[src/hw/rtl/perfe_pkg.sv]
// perfe_pkg: shared types and constants of the page entry range flag engine
// command codes, entry flag bits and fixed field widths; no dependencies
package perfe_pkg;

    // fixed field widths
    localparam int PAGE_W      = 12;
    localparam int REG_W       = 13;
    localparam int CMD_W       = 4;
    localparam int ENTRY_W     = 64;
    localparam int FRAME_IN_W  = 40;
    localparam int CFG_IDX_W   = 1;

    // configuration register indexes
    localparam logic [CFG_IDX_W-1:0] CFG_USER_LOW  = 1'd0;
    localparam logic [CFG_IDX_W-1:0] CFG_USER_HIGH = 1'd1;

    // configuration reset values
    localparam logic [REG_W-1:0] USER_LOW_RST  = 13'd1024;
    localparam logic [REG_W-1:0] USER_HIGH_RST = 13'd4096;

    // command codes
    localparam logic [CMD_W-1:0] CMD_WRITE      = 4'd0;
    localparam logic [CMD_W-1:0] CMD_READ       = 4'd1;
    localparam logic [CMD_W-1:0] CMD_USER_RW    = 4'd2;
    localparam logic [CMD_W-1:0] CMD_USER_RO    = 4'd3;
    localparam logic [CMD_W-1:0] CMD_USER_EXEC  = 4'd4;
    localparam logic [CMD_W-1:0] CMD_KERNEL     = 4'd5;
    localparam logic [CMD_W-1:0] CMD_ADD_W      = 4'd6;
    localparam logic [CMD_W-1:0] CMD_CLR_NX     = 4'd7;
    localparam logic [CMD_W-1:0] CMD_CLR_AD     = 4'd8;
    localparam logic [CMD_W-1:0] CMD_CNT_DIRTY  = 4'd9;
    localparam logic [CMD_W-1:0] CMD_CNT_ACC    = 4'd10;
    localparam logic [CMD_W-1:0] CMD_MARK_DIRTY = 4'd11;
    localparam logic [CMD_W-1:0] CMD_MARK       = 4'd12;
    localparam logic [CMD_W-1:0] CMD_CLR_MARKED = 4'd13;
    localparam logic [CMD_W-1:0] CMD_MAP_UC     = 4'd14;
    localparam logic [CMD_W-1:0] CMD_CHECK      = 4'd15;

    // x86-64 entry flag bits
    localparam logic [ENTRY_W-1:0] F_P   = 64'h1;
    localparam logic [ENTRY_W-1:0] F_W   = 64'h2;
    localparam logic [ENTRY_W-1:0] F_U   = 64'h4;
    localparam logic [ENTRY_W-1:0] F_PWT = 64'h8;
    localparam logic [ENTRY_W-1:0] F_PCD = 64'h10;
    localparam logic [ENTRY_W-1:0] F_A   = 64'h20;
    localparam logic [ENTRY_W-1:0] F_D   = 64'h40;
    localparam logic [ENTRY_W-1:0] F_MRK = 64'h200;
    localparam logic [ENTRY_W-1:0] F_NX  = 64'h8000_0000_0000_0000;
    localparam logic [ENTRY_W-1:0] KEEP_MASK = 64'h7FFF_FFFF_FFFF_FE00;

    // frame field starts above the page offset
    localparam int FRAME_SHIFT = 12;

    // saturating page count limit
    localparam logic [PAGE_W-1:0] CNT_MAX = 12'hFFF;

    // result of one entry update
    typedef struct packed {
        logic [ENTRY_W-1:0] entry;
        logic               hit;
    } t_alu_res;

endpackage

[src/hw/rtl/perfe_entry_alu.sv]
// perfe_entry_alu: per-entry update and hit flag for range commands
// combinational; uses perfe_pkg command codes and flag bits
module perfe_entry_alu (
    input  logic [perfe_pkg::CMD_W-1:0]   i_cmd,
    input  logic [perfe_pkg::ENTRY_W-1:0] i_entry,
    input  logic [perfe_pkg::ENTRY_W-1:0] i_map_entry,
    output perfe_pkg::t_alu_res          o_res
);

    logic [perfe_pkg::ENTRY_W-1:0] w_keep;

    assign w_keep = i_entry & perfe_pkg::KEEP_MASK;

    // new entry value and count hit by command
    always_comb begin
        o_res.entry = i_entry;
        o_res.hit   = 1'b0;
        case (i_cmd)
            perfe_pkg::CMD_USER_RW: begin
                o_res.entry = w_keep | perfe_pkg::F_P | perfe_pkg::F_U
                            | perfe_pkg::F_W | perfe_pkg::F_NX;
            end
            perfe_pkg::CMD_USER_RO: begin
                o_res.entry = w_keep | perfe_pkg::F_P | perfe_pkg::F_U | perfe_pkg::F_NX;
            end
            perfe_pkg::CMD_USER_EXEC: begin
                o_res.entry = w_keep | perfe_pkg::F_P | perfe_pkg::F_U;
            end
            perfe_pkg::CMD_KERNEL: begin
                o_res.entry = w_keep | perfe_pkg::F_P | perfe_pkg::F_W;
            end
            perfe_pkg::CMD_ADD_W: begin
                o_res.entry = i_entry | perfe_pkg::F_W;
            end
            perfe_pkg::CMD_CLR_NX: begin
                o_res.entry = i_entry & ~perfe_pkg::F_NX;
            end
            perfe_pkg::CMD_CLR_AD: begin
                o_res.entry = i_entry & ~(perfe_pkg::F_A | perfe_pkg::F_D);
            end
            perfe_pkg::CMD_CNT_DIRTY: begin
                o_res.hit = |(i_entry & perfe_pkg::F_D);
            end
            perfe_pkg::CMD_CNT_ACC: begin
                o_res.hit = |(i_entry & perfe_pkg::F_A);
            end
            perfe_pkg::CMD_MARK_DIRTY: begin
                if (|(i_entry & perfe_pkg::F_D)) begin
                    o_res.entry = i_entry | perfe_pkg::F_MRK;
                end
            end
            perfe_pkg::CMD_MARK: begin
                o_res.entry = i_entry | perfe_pkg::F_MRK;
            end
            perfe_pkg::CMD_CLR_MARKED: begin
                if (|(i_entry & perfe_pkg::F_MRK)) begin
                    o_res.entry = i_entry & ~(perfe_pkg::F_D | perfe_pkg::F_MRK);
                    o_res.hit   = 1'b1;
                end
            end
            perfe_pkg::CMD_MAP_UC: begin
                o_res.entry = i_map_entry;
            end
            default: begin
                o_res.entry = i_entry;
                o_res.hit   = 1'b0;
            end
        endcase
    end

endmodule

[config.mk]
export PLATFORM = sky130hd
export DESIGN_NAME = perfe_entry_alu
export DESIGN_NICKNAME = d
export VERILOG_FILES = /design/src/hw/rtl/perfe_pkg.sv /design/src/hw/rtl/perfe_entry_alu.sv
export SDC_FILE = /design/constraint.sdc
export NUM_CORES = 1
export LEC_CHECK = 0
export BUFFER_PORTS_ARGS = -buffer_cell sky130_fd_sc_hd__buf_2
export CAP_MARGIN = 0
export CORE_AREA = 2 2 76 78
export DETAILED_ROUTE_END_ITERATION = 7
export DIE_AREA = 0 0 78 80
export GPL_TIMING_DRIVEN = 0
export PLACE_DENSITY = 0.61
export SLEW_MARGIN = 25
export SYNTH_ARGS = -nofsm -noshare
export SYNTH_HDL_FRONTEND = slang
export SYNTH_SLANG_ARGS = --single-unit
[constraint.sdc]
create_clock -name vclk -period 1.4
set_input_delay 0.07 -clock vclk [all_inputs]
set_output_delay 0.07 -clock vclk [all_outputs]
set_load 0.01 [all_outputs]
==> flow_summary.json <==
{
  "place.gp.congestion": 0.842,
  "postLayoutCoreUtil": 0.418,
  "critPathArrivalTime_ns": 1.26,
  "fillCellCount": 569,
  "crit_path_start": "i_cmd[0]",
  "dieWidth_um": 78,
  "grt_setup_unrepaired": "true",
  "power.density_nw_per_um2": 290,
  "routed_via_density": 4.46,
  "netlist.area_leader.share": 0.515,
  "grt_util_met1": 0.166,
  "drt-total-wl_mm": 5.03,
  "std_cell_rows": 27,
  "hold_buffers": 0,
  "via_count": 1762,
  "synthTopCellsByArea": "mux2_2, buf_6, a22o_1",
  "final_common_cell": "buf_2",
  "syn_nets": 253,
  "grt_pass1_wl_mm": 7.29,
  "synth.distinct_cells": 36,
  "dp.cells": 390,
  "critPathMostFrequentCell": "buf_2",
  "drt_iter0_drc": 34,
  "fin_crit_ns": 1.33,
  "regArea_um2": 0,
  "crit_type": "in -> out",
  "min_from": "i_map_entry[23]",
  "worstMarginPinSlew_ns": 0.427,
  "cap_viol_max_count": 0,
  "min_period_over_period": 0.948,
  "timing.slew.headroom": 0.715,
  "antenna_found_initial": 0,
  "num_antenna_cells": 0,
  "dp_hpwl_mm": 4.32,
  "synth_warnings": 0,
  "tns_ns": 0,
  "slowest_delay_ns": 0.29,
  "crit_fanout": 5,
  "cp_slowest_cell": "and2b_4",
  "use_met3": 0.0158,
  "busiest_layer": "met2",
  "hold_path_class": "in -> out",
  "fmax_ghz": 0.753,
  "clock_buffers": 0,
  "port_buffers": 197,
  "endpoint": "o_res[40]",
  "flops_and_latches": 0,
  "grt_pass1_vias": 1616,
  "ios": 197,
  "end_kind": "primary output",
  "post_drt_wl_per_cell_um": 12.7,
  "mostFrequentLayoutCells": "buf_2, mux2_2, a22o_1, o211ai_1",
  "yosysTopAreaCell": "mux2_2",
  "layout-drive-gt1-share": 0.830,
  "nets": 457,
  "core_area_um2": 5410,
  "critPathLaunchType": "input port",
  "grt_use_met2": 0.272,
  "gr-total-overflow": 0,
  "grt_max_degree": 11,
  "p_leak_uw": 0.00125,
  "crit_chain": "buf_2 -> and2b_4 -> nand3_4 -> buf_8 -> mux2_1 -> buf_2",
  "final_area_um2": 2260,
  "grt_use_total": 0.138,
  "dr.pass1.iters": 4,
  "status": "completed",
  "syn_area_um2": 1090,
  "hold_viol": 0,
  "initial_core_util": 0.202,
  "netlist_instances": 121,
  "finalMaxSlewViolations": 0,
  "ir_worst_vdd_v": 0.000141,
  "place_area_um2": 2170,
  "avgSynthCellArea_um2": 9.04,
  "cp.required_ns": 1.33,
  "synthToLayoutAreaGrowth_pct": 106,
  "setup_viol": 0,
  "yosysSeqAreaShare": 0,
  "drc": 0,
  "die_height_um": 80,
  "dieArea_um2": 6240,
  "layoutNonFillerInstCount": 395,
  "total_power_uw": 655,
  "ant_nets": 0
}
-- power breakdown --
part	total (uW)	switching, uW	internal, uW
Combinational	655	282	374
Sequential	0	0	0
Clock	0	0	0
Total	655	282	374
-- metrics by stage --
step	hold slack, ns	setup WS (ns)
2_1_floorplan	0.252	0.357
3_3_place_gp	0.432	-0.0351
3_5_place_dp	0.428	-0.0236
4_1_cts	0.431	-0.00437
5_1_grt	0.441	-0.00139
6_report	0.431	0.0723
-- per-layer routing --
layer | up-vias | share of wire
met1 | 788 | 0.41
met3 | 4 | 0.080
met2 | 96 | 0.51
met4 | 0 | 0.0066
li1 | 874 | -
met5 | - | 0
-- worst max-delay path: cells and delay by family --
kind / cells / cell delay, ns
mux: 1 / 0.29
simple gates: 2 / 0.44
buf+inv: 3 / 0.44
-- logic make-up after synthesis --
logic type / synth area share
mux: 0.565
compound gates: 0.208
buf+inv: 0.0938
fa+ha+maj: 0.00915
simple gates: 0.116
xor+xnor: 0.00801
-- how the worst min path moves through the flow --
stage	endpoint	cells past startpoint
floorplan	o_res[1]	2
global placement	o_res[24]	3
detailed placement	o_res[24]	3
CTS	o_res[24]	3
global route	o_res[24]	3
finish	o_res[24]	3
-- area by class of cell --
class	count	area (um2)	area share
multi-input cells	106	1020	0.451
inverters	4	15.0	0.00665
plain buffers	12	101	0.0449
well taps	72	90.1	0.0399
repair buffers	201	1030	0.458
-- cells in the mapped netlist (all sizes together) --
library cell	instances
mux2i	1
a221oi	1
and2b	1
a22o	6
xnor2	1
nand2	1
buf	9
and3b	1
o2bb2ai	1
a211o	1
o21a	1
o21ai	4
nor2b	4
nor3b	2
a21oi	1
a32oi	1
a22oi	1
mux2	54
o211a	1
o22ai	1
nand2b	2
a221o	1
and3	1
nor2	2
inv	4
clkbuf	3
nand4	1
maj3	1
a21boi	1
o211ai	5
a21bo	2
nand3	4
a2bb2oi	1
-- what timing repair did --
action                                  in CTS  in global routing
setup buffers                                2                  1
endpoints found under the setup margin      46                 49
gates cloned                                 0                  2
pin swaps                                    1                  1
gates resized for setup                      0                 11
No activity file was read; power rests on OpenSTA's default activity.
