===== src/hw/rtl/perfe_pkg.sv =====
// perfe_pkg: shared types and constants of the page entry range flag engine
// command codes, entry flag bits and fixed field widths; no dependencies
package perfe_pkg;

    // fixed field widths
    localparam int PAGE_W      = 12;
    localparam int REG_W       = 13;
    localparam int CMD_W       = 4;
    localparam int ENTRY_W     = 64;
    localparam int FRAME_IN_W  = 40;
    localparam int CFG_IDX_W   = 1;

    // configuration register indexes
    localparam logic [CFG_IDX_W-1:0] CFG_USER_LOW  = 1'd0;
    localparam logic [CFG_IDX_W-1:0] CFG_USER_HIGH = 1'd1;

    // configuration reset values
    localparam logic [REG_W-1:0] USER_LOW_RST  = 13'd1024;
    localparam logic [REG_W-1:0] USER_HIGH_RST = 13'd4096;

    // command codes
    localparam logic [CMD_W-1:0] CMD_WRITE      = 4'd0;
    localparam logic [CMD_W-1:0] CMD_READ       = 4'd1;
    localparam logic [CMD_W-1:0] CMD_USER_RW    = 4'd2;
    localparam logic [CMD_W-1:0] CMD_USER_RO    = 4'd3;
    localparam logic [CMD_W-1:0] CMD_USER_EXEC  = 4'd4;
    localparam logic [CMD_W-1:0] CMD_KERNEL     = 4'd5;
    localparam logic [CMD_W-1:0] CMD_ADD_W      = 4'd6;
    localparam logic [CMD_W-1:0] CMD_CLR_NX     = 4'd7;
    localparam logic [CMD_W-1:0] CMD_CLR_AD     = 4'd8;
    localparam logic [CMD_W-1:0] CMD_CNT_DIRTY  = 4'd9;
    localparam logic [CMD_W-1:0] CMD_CNT_ACC    = 4'd10;
    localparam logic [CMD_W-1:0] CMD_MARK_DIRTY = 4'd11;
    localparam logic [CMD_W-1:0] CMD_MARK       = 4'd12;
    localparam logic [CMD_W-1:0] CMD_CLR_MARKED = 4'd13;
    localparam logic [CMD_W-1:0] CMD_MAP_UC     = 4'd14;
    localparam logic [CMD_W-1:0] CMD_CHECK      = 4'd15;

    // x86-64 entry flag bits
    localparam logic [ENTRY_W-1:0] F_P   = 64'h1;
    localparam logic [ENTRY_W-1:0] F_W   = 64'h2;
    localparam logic [ENTRY_W-1:0] F_U   = 64'h4;
    localparam logic [ENTRY_W-1:0] F_PWT = 64'h8;
    localparam logic [ENTRY_W-1:0] F_PCD = 64'h10;
    localparam logic [ENTRY_W-1:0] F_A   = 64'h20;
    localparam logic [ENTRY_W-1:0] F_D   = 64'h40;
    localparam logic [ENTRY_W-1:0] F_MRK = 64'h200;
    localparam logic [ENTRY_W-1:0] F_NX  = 64'h8000_0000_0000_0000;
    localparam logic [ENTRY_W-1:0] KEEP_MASK = 64'h7FFF_FFFF_FFFF_FE00;

    // frame field starts above the page offset
    localparam int FRAME_SHIFT = 12;

    // saturating page count limit
    localparam logic [PAGE_W-1:0] CNT_MAX = 12'hFFF;

    // result of one entry update
    typedef struct packed {
        logic [ENTRY_W-1:0] entry;
        logic               hit;
    } t_alu_res;

endpackage


===== src/hw/rtl/perfe_reduce.sv =====
// perfe_reduce: reduces two page indices modulo the store depth
// reciprocal multiply for the quotient, then one subtract; uses perfe_pkg
module perfe_reduce #(
    parameter int MODULUS = 4096
) (
    input  logic                        i_clk,
    input  logic                        i_rst_n,
    input  logic                        i_start,
    input  logic [perfe_pkg::PAGE_W-1:0] i_a,
    input  logic [perfe_pkg::PAGE_W-1:0] i_b,
    output logic                        o_done,
    output logic [perfe_pkg::PAGE_W-1:0] o_a,
    output logic [perfe_pkg::PAGE_W-1:0] o_b
);

    // a modulus at or above the index range leaves indices unchanged
    localparam bit PASS_THROUGH = (MODULUS >= (1 << perfe_pkg::PAGE_W));
    // rounded-up reciprocal, gives the exact quotient for any index below 2^PAGE_W
    localparam int RECIP_SHIFT = 2 * perfe_pkg::PAGE_W;
    localparam int PROD_W      = 3 * perfe_pkg::PAGE_W;
    localparam logic [RECIP_SHIFT-1:0] RECIP =
        RECIP_SHIFT'(((1 << RECIP_SHIFT) + MODULUS - 1) / MODULUS);
    localparam logic [perfe_pkg::PAGE_W-1:0] MOD_LOW = perfe_pkg::PAGE_W'(MODULUS);

    logic                         r_busy;
    logic                         r_step;
    logic                         r_done;
    logic [perfe_pkg::PAGE_W-1:0] r_a;
    logic [perfe_pkg::PAGE_W-1:0] r_b;
    logic [perfe_pkg::PAGE_W-1:0] r_qa;
    logic [perfe_pkg::PAGE_W-1:0] r_qb;
    logic [perfe_pkg::PAGE_W-1:0] n_a;
    logic [perfe_pkg::PAGE_W-1:0] n_b;
    logic [PROD_W-1:0]            w_prod_a;
    logic [PROD_W-1:0]            w_prod_b;
    logic [perfe_pkg::PAGE_W-1:0] w_qm_a;
    logic [perfe_pkg::PAGE_W-1:0] w_qm_b;

    // quotient estimate by reciprocal multiplication
    assign w_prod_a = PROD_W'(r_a) * PROD_W'(RECIP);
    assign w_prod_b = PROD_W'(r_b) * PROD_W'(RECIP);

    // remainder only needs the low bits of quotient times modulus
    assign w_qm_a = r_qa * MOD_LOW;
    assign w_qm_b = r_qb * MOD_LOW;

    always_comb begin
        n_a = r_a;
        n_b = r_b;
        if (!PASS_THROUGH) begin
            n_a = r_a - w_qm_a;
            n_b = r_b - w_qm_b;
        end
    end

    // step control: quotient step, then remainder step
    always_ff @(posedge i_clk) begin
        if (!i_rst_n) begin
            r_busy <= 1'b0;
            r_step <= 1'b0;
            r_done <= 1'b0;
        end else begin
            r_done <= 1'b0;
            if (i_start) begin
                r_busy <= 1'b1;
                r_step <= 1'b0;
            end else if (r_busy) begin
                if (!r_step) begin
                    r_step <= 1'b1;
                end else begin
                    r_busy <= 1'b0;
                    r_step <= 1'b0;
                    r_done <= 1'b1;
                end
            end
        end
    end

    // operand and quotient registers
    always_ff @(posedge i_clk) begin
        if (i_start) begin
            r_a <= i_a;
            r_b <= i_b;
        end else if (r_busy && !r_step) begin
            r_qa <= w_prod_a[PROD_W-1:RECIP_SHIFT];
            r_qb <= w_prod_b[PROD_W-1:RECIP_SHIFT];
        end else if (r_busy) begin
            r_a <= n_a;
            r_b <= n_b;
        end
    end

    assign o_done = r_done;
    assign o_a    = r_a;
    assign o_b    = r_b;

endmodule


===== config.mk =====
export PLATFORM = sky130hd
export DESIGN_NAME = perfe_reduce
export DESIGN_NICKNAME = d
export VERILOG_FILES = /design/src/hw/rtl/perfe_pkg.sv /design/src/hw/rtl/perfe_reduce.sv
export SDC_FILE = /design/constraint.sdc
export NUM_CORES = 1
export LEC_CHECK = 0
export ABC_AREA = 1
export BUFFER_PORTS_ARGS = -buffer_cell sky130_fd_sc_hd__buf_2
export CAP_MARGIN = 20
export CELL_PAD_IN_SITES_DETAIL_PLACEMENT = 1
export CELL_PAD_IN_SITES_GLOBAL_PLACEMENT = 1
export CORE_AREA = 2 2 53 55
export CTS_CLUSTER_DIAMETER = 80
export DETAILED_ROUTE_END_ITERATION = 8
export DIE_AREA = 0 0 55 57
export GPL_ROUTABILITY_DRIVEN = 0
export PLACE_DENSITY = 0.84
export REMOVE_ABC_BUFFERS = 1
export SLEW_MARGIN = 20
export SYNTH_ARGS = -nofsm -noshare
export SYNTH_HDL_FRONTEND = slang
export SYNTH_SLANG_ARGS = --single-unit

===== constraint.sdc =====
create_clock -name i_clk -period 1 [get_ports i_clk]
set_input_delay 0.05 -clock i_clk [delete_from_list [all_inputs] [get_ports i_clk]]
set_output_delay 0.05 -clock i_clk [all_outputs]
set_load 0.01 [all_outputs]

==> results.md <==
Outcome:
- The flow ran to the end, and the final reports show no timing, DRC or antenna violations.

Clock network:
- The latest clock arrival within the worst-skew pair is 310 ps.
- The number of gates resized after cts is 0.
- TritonCTS built the clock tree.
- The deepest level of the CTS H-tree is 1.
- Counting the buffers created by CTS gives 3.
- CTS saw 27 sinks.
- The clock passes through at most 2 buffers.
- The clock-pin slew reported for the worst setup and hold paths after clock tree synthesis is 140 ps.
- The tree is rooted in a clkbuf_4.

Setup path:
- The stage delay of the slowest cell on the critical path is 400 ps.
- The worst setup path is launched from a flop.
- The critical path goes through buf_2.
- STA classifies the critical path endpoint as an output pin.
- The number of cells on the worst reg-to-reg path is 3.
- Counting both buffers and inverters, the worst setup path holds a total of 1.
- Following the worst setup path forward leads to its endpoint at o_b[11].
- The cell type of the slowest stage on the worst timing path is edfxtp_1.
- In this run the number of cells on the critical path is 1.
- In this run the critical register-to-register path is launched from r_busy.
- The top cell family by delay on the critical path is flip-flops.
- STA puts the critical path data arrival time at 870 ps.
- The critical path data required time is 950 ps.
- The class of the most critical setup path is reg2out.
- In this run the worst setup path begins at o_b[11].
- The endpoint identified for the worst register-to-register timing path is r_step.
- Of all nets on the critical path, the largest fanout is 1.
- Setup slack on the worst reg-to-reg path comes out at ~300 ps.

Die:
- The chip height is 57 um.
- The die covers 0.00314 mm^2.
- Once the floorplan was initialized, standard cells occupied 31.7% of the core.
- The core area is 0.00262 mm^2.
- The row count is 19.
- The I/O pin count is 52.
- The die width is 55 um.

Global routing:
- The first global-routing pass estimated 3.17 mm of wire.
- Entering global routing, the biggest net connects 16 pins.
- The initial antenna violation count is 0.
- The residual overflow from global routing is 0.
- The total routing usage reported by global routing is 14.7%.
- The via count of the first global-routing pass is 711.

Final layout:
- In the final layout, the share of cells above drive strength 1 is a little under half.
- The count of placed standard cells in the final layout, fillers left out is 152.
- The net count of the finished layout is 149.
- The growth of design area from synthesis to finish is 70.7%.
- The count of fill cells added during filler insertion is 276.
- The antenna cell count is 0.

STA:
- The total negative setup slack is 0 ps.
- The final worst slack is around 80 ps.
- The final period utilization is 92.0%.
- The minimum period implied by the final worst setup slack is about 900 ps.
- The count of final max-slew check failures is 0.
- The highest attainable clock frequency is 1090 MHz.
- The number of hold-slack violations in the final timing report is 0.
- The post-route clock skew is 0.115 ps.
- For the pin with the worst max-slew slack, the measured transition is 181 ps.
- Setup repair after global routing left no endpoint under its margin.
- Measured against its own limit, the worst slew margin works out to 88.0%.
- Setup violations remaining at the end of the flow were counted as 0.
- Across all hold checks on the routed design, the worst slack comes to 138 ps.

Synth:
- The count of mapped cells out of synthesis is 39.
- The share of the yosys chip area belonging to registers is 94.1%.
- The cell area after synthesis is 830 um^2.
- The number of synthesized register bits is 27.
- Yosys mapped the design onto 7 distinct sky130hd cell types.
- The average cell area after synthesis is roughly 21 um^2.
- The total number of yosys warnings is 0.

Placement:
- The count of placed standard cells including taps is 123.
- The setup slack after placement is roughly 310 ps.
- Detailed placement finished with a half-perimeter wire length of 1.39 mm.
- The count of input and output buffers is 51.

Route:
- The average wire length per cell after detail routing is 13.2 um.
- The number of remaining DRC errors is 0.
- The final layout contains routed wiring with a total length of roughly 2 mm.
- The violation count after the first detailed-route iteration is 6.
- Dividing the detail-routed via count by the number of cells gives 4.08.
- The detail route stage leaves a number of antenna-violating nets equal to 0.
- The number of search-and-repair iterations in the first detailed-routing pass is 3.
- The detailed router placed 620 vias in this run.

Flow run:
- Across the run, the number of max-cap violations was 0.

Power and ir drop:
- The worst vdd rail ir drop is between 1 and 1.5 mV.
- The total power divided by cell area is ~1500 mW/mm^2.
- Summed over all cells, the static leakage comes to 0.626 nW.

Worst hold path:
- The path category of the worst min-delay check is in2reg.
- The startpoint identified for the worst hold timing path is i_start.
- The number of cells on the worst hold path is 2.
==> flip-flops by register name, indices dropped and copies added (netlist names) <==
register	cells
o_a	12
o_b	12
o_done	1
r_busy	1
r_step	1
==> report_power, final <==
part           internal (mW)  total [mW]  switching (mW)
combinational          0.159       0.287           0.128
clock                  0.150       0.455           0.305
sequential              1.32        1.34          0.0209
total                   1.63        2.08           0.454
==> cell usage after synthesis <==
cell | instances | area, um^2
dfxtp_1 | 3 | 60.1
nor2_1 | 1 | 3.75
nand2_1 | 5 | 18.8
nor2_2 | 1 | 6.26
edfxtp_1 | 24 | 721
a21oi_1 | 1 | 5.00
inv_1 | 4 | 15.0
==> per-stage QoR <==
stage	util (%)	instance area (um^2)	power (mW)
floorplan	-	830	1.43
global placement	43.5	1140	1.56
detailed placement	43.5	1140	1.58
CTS	54.2	1420	2.10
global route	54.2	1420	2.18
finish	54.2	1420	2.08
==> logic make-up after synthesis <==
| logic type | after synthesis | share of synthesized area [%] |
|---|---|---|
| compound gates | 1 | 0.603 |
| simple gates | 7 | 3.47 |
| buf+inv | 4 | 1.81 |
| flops | 27 | 94.1 |
==> how the worst min path moves through the flow <==
stage               endpoint
global placement      o_a[7]
CTS                   o_a[5]
global route          o_a[5]
finish                o_a[5]
detailed placement    o_b[5]
floorplan             o_a[0]
==> layout by cell type (no fill, tap or decap) <==
cell type	n
buf_2	51
dlygate4sd3_1	25
edfxtp_1	24
nand2_1	5
inv_1	4
clkbuf_4	3
dfxtp_1	3
buf_4	2
nor2_2	1
nor2_1	1
a21oi_1	1
clkinv_2	1
==> final cells by class <==
cell class / count / area, um^2 / share of cell area [%]
sequential: 27 / 781 / 55.1
inverter: 4 / 15.0 / 1.06
multi-input combinational: 8 / 33.8 / 2.39
clock buffer: 3 / 22.5 / 1.59
clock inverter: 1 / 5.00 / 0.353
timing repair buffer: 78 / 520 / 36.7
tap: 31 / 38.8 / 2.74
==> repair_timing <==
action,in CTS,in global routing
setup buffers,0,0
hold buffers,25,0
hold endpoints to repair,27,0
==> layer usage <==
metal  GRT usage, %  vias up  part of all wire, %
met3           4.19        0                  8.0
li1               -      303                    -
met4           4.18        0                    0
met1           15.7      284                   36
met2           27.2       33                   56
met5              0        -                    0
No activity file was read; power rests on OpenSTA's default activity.
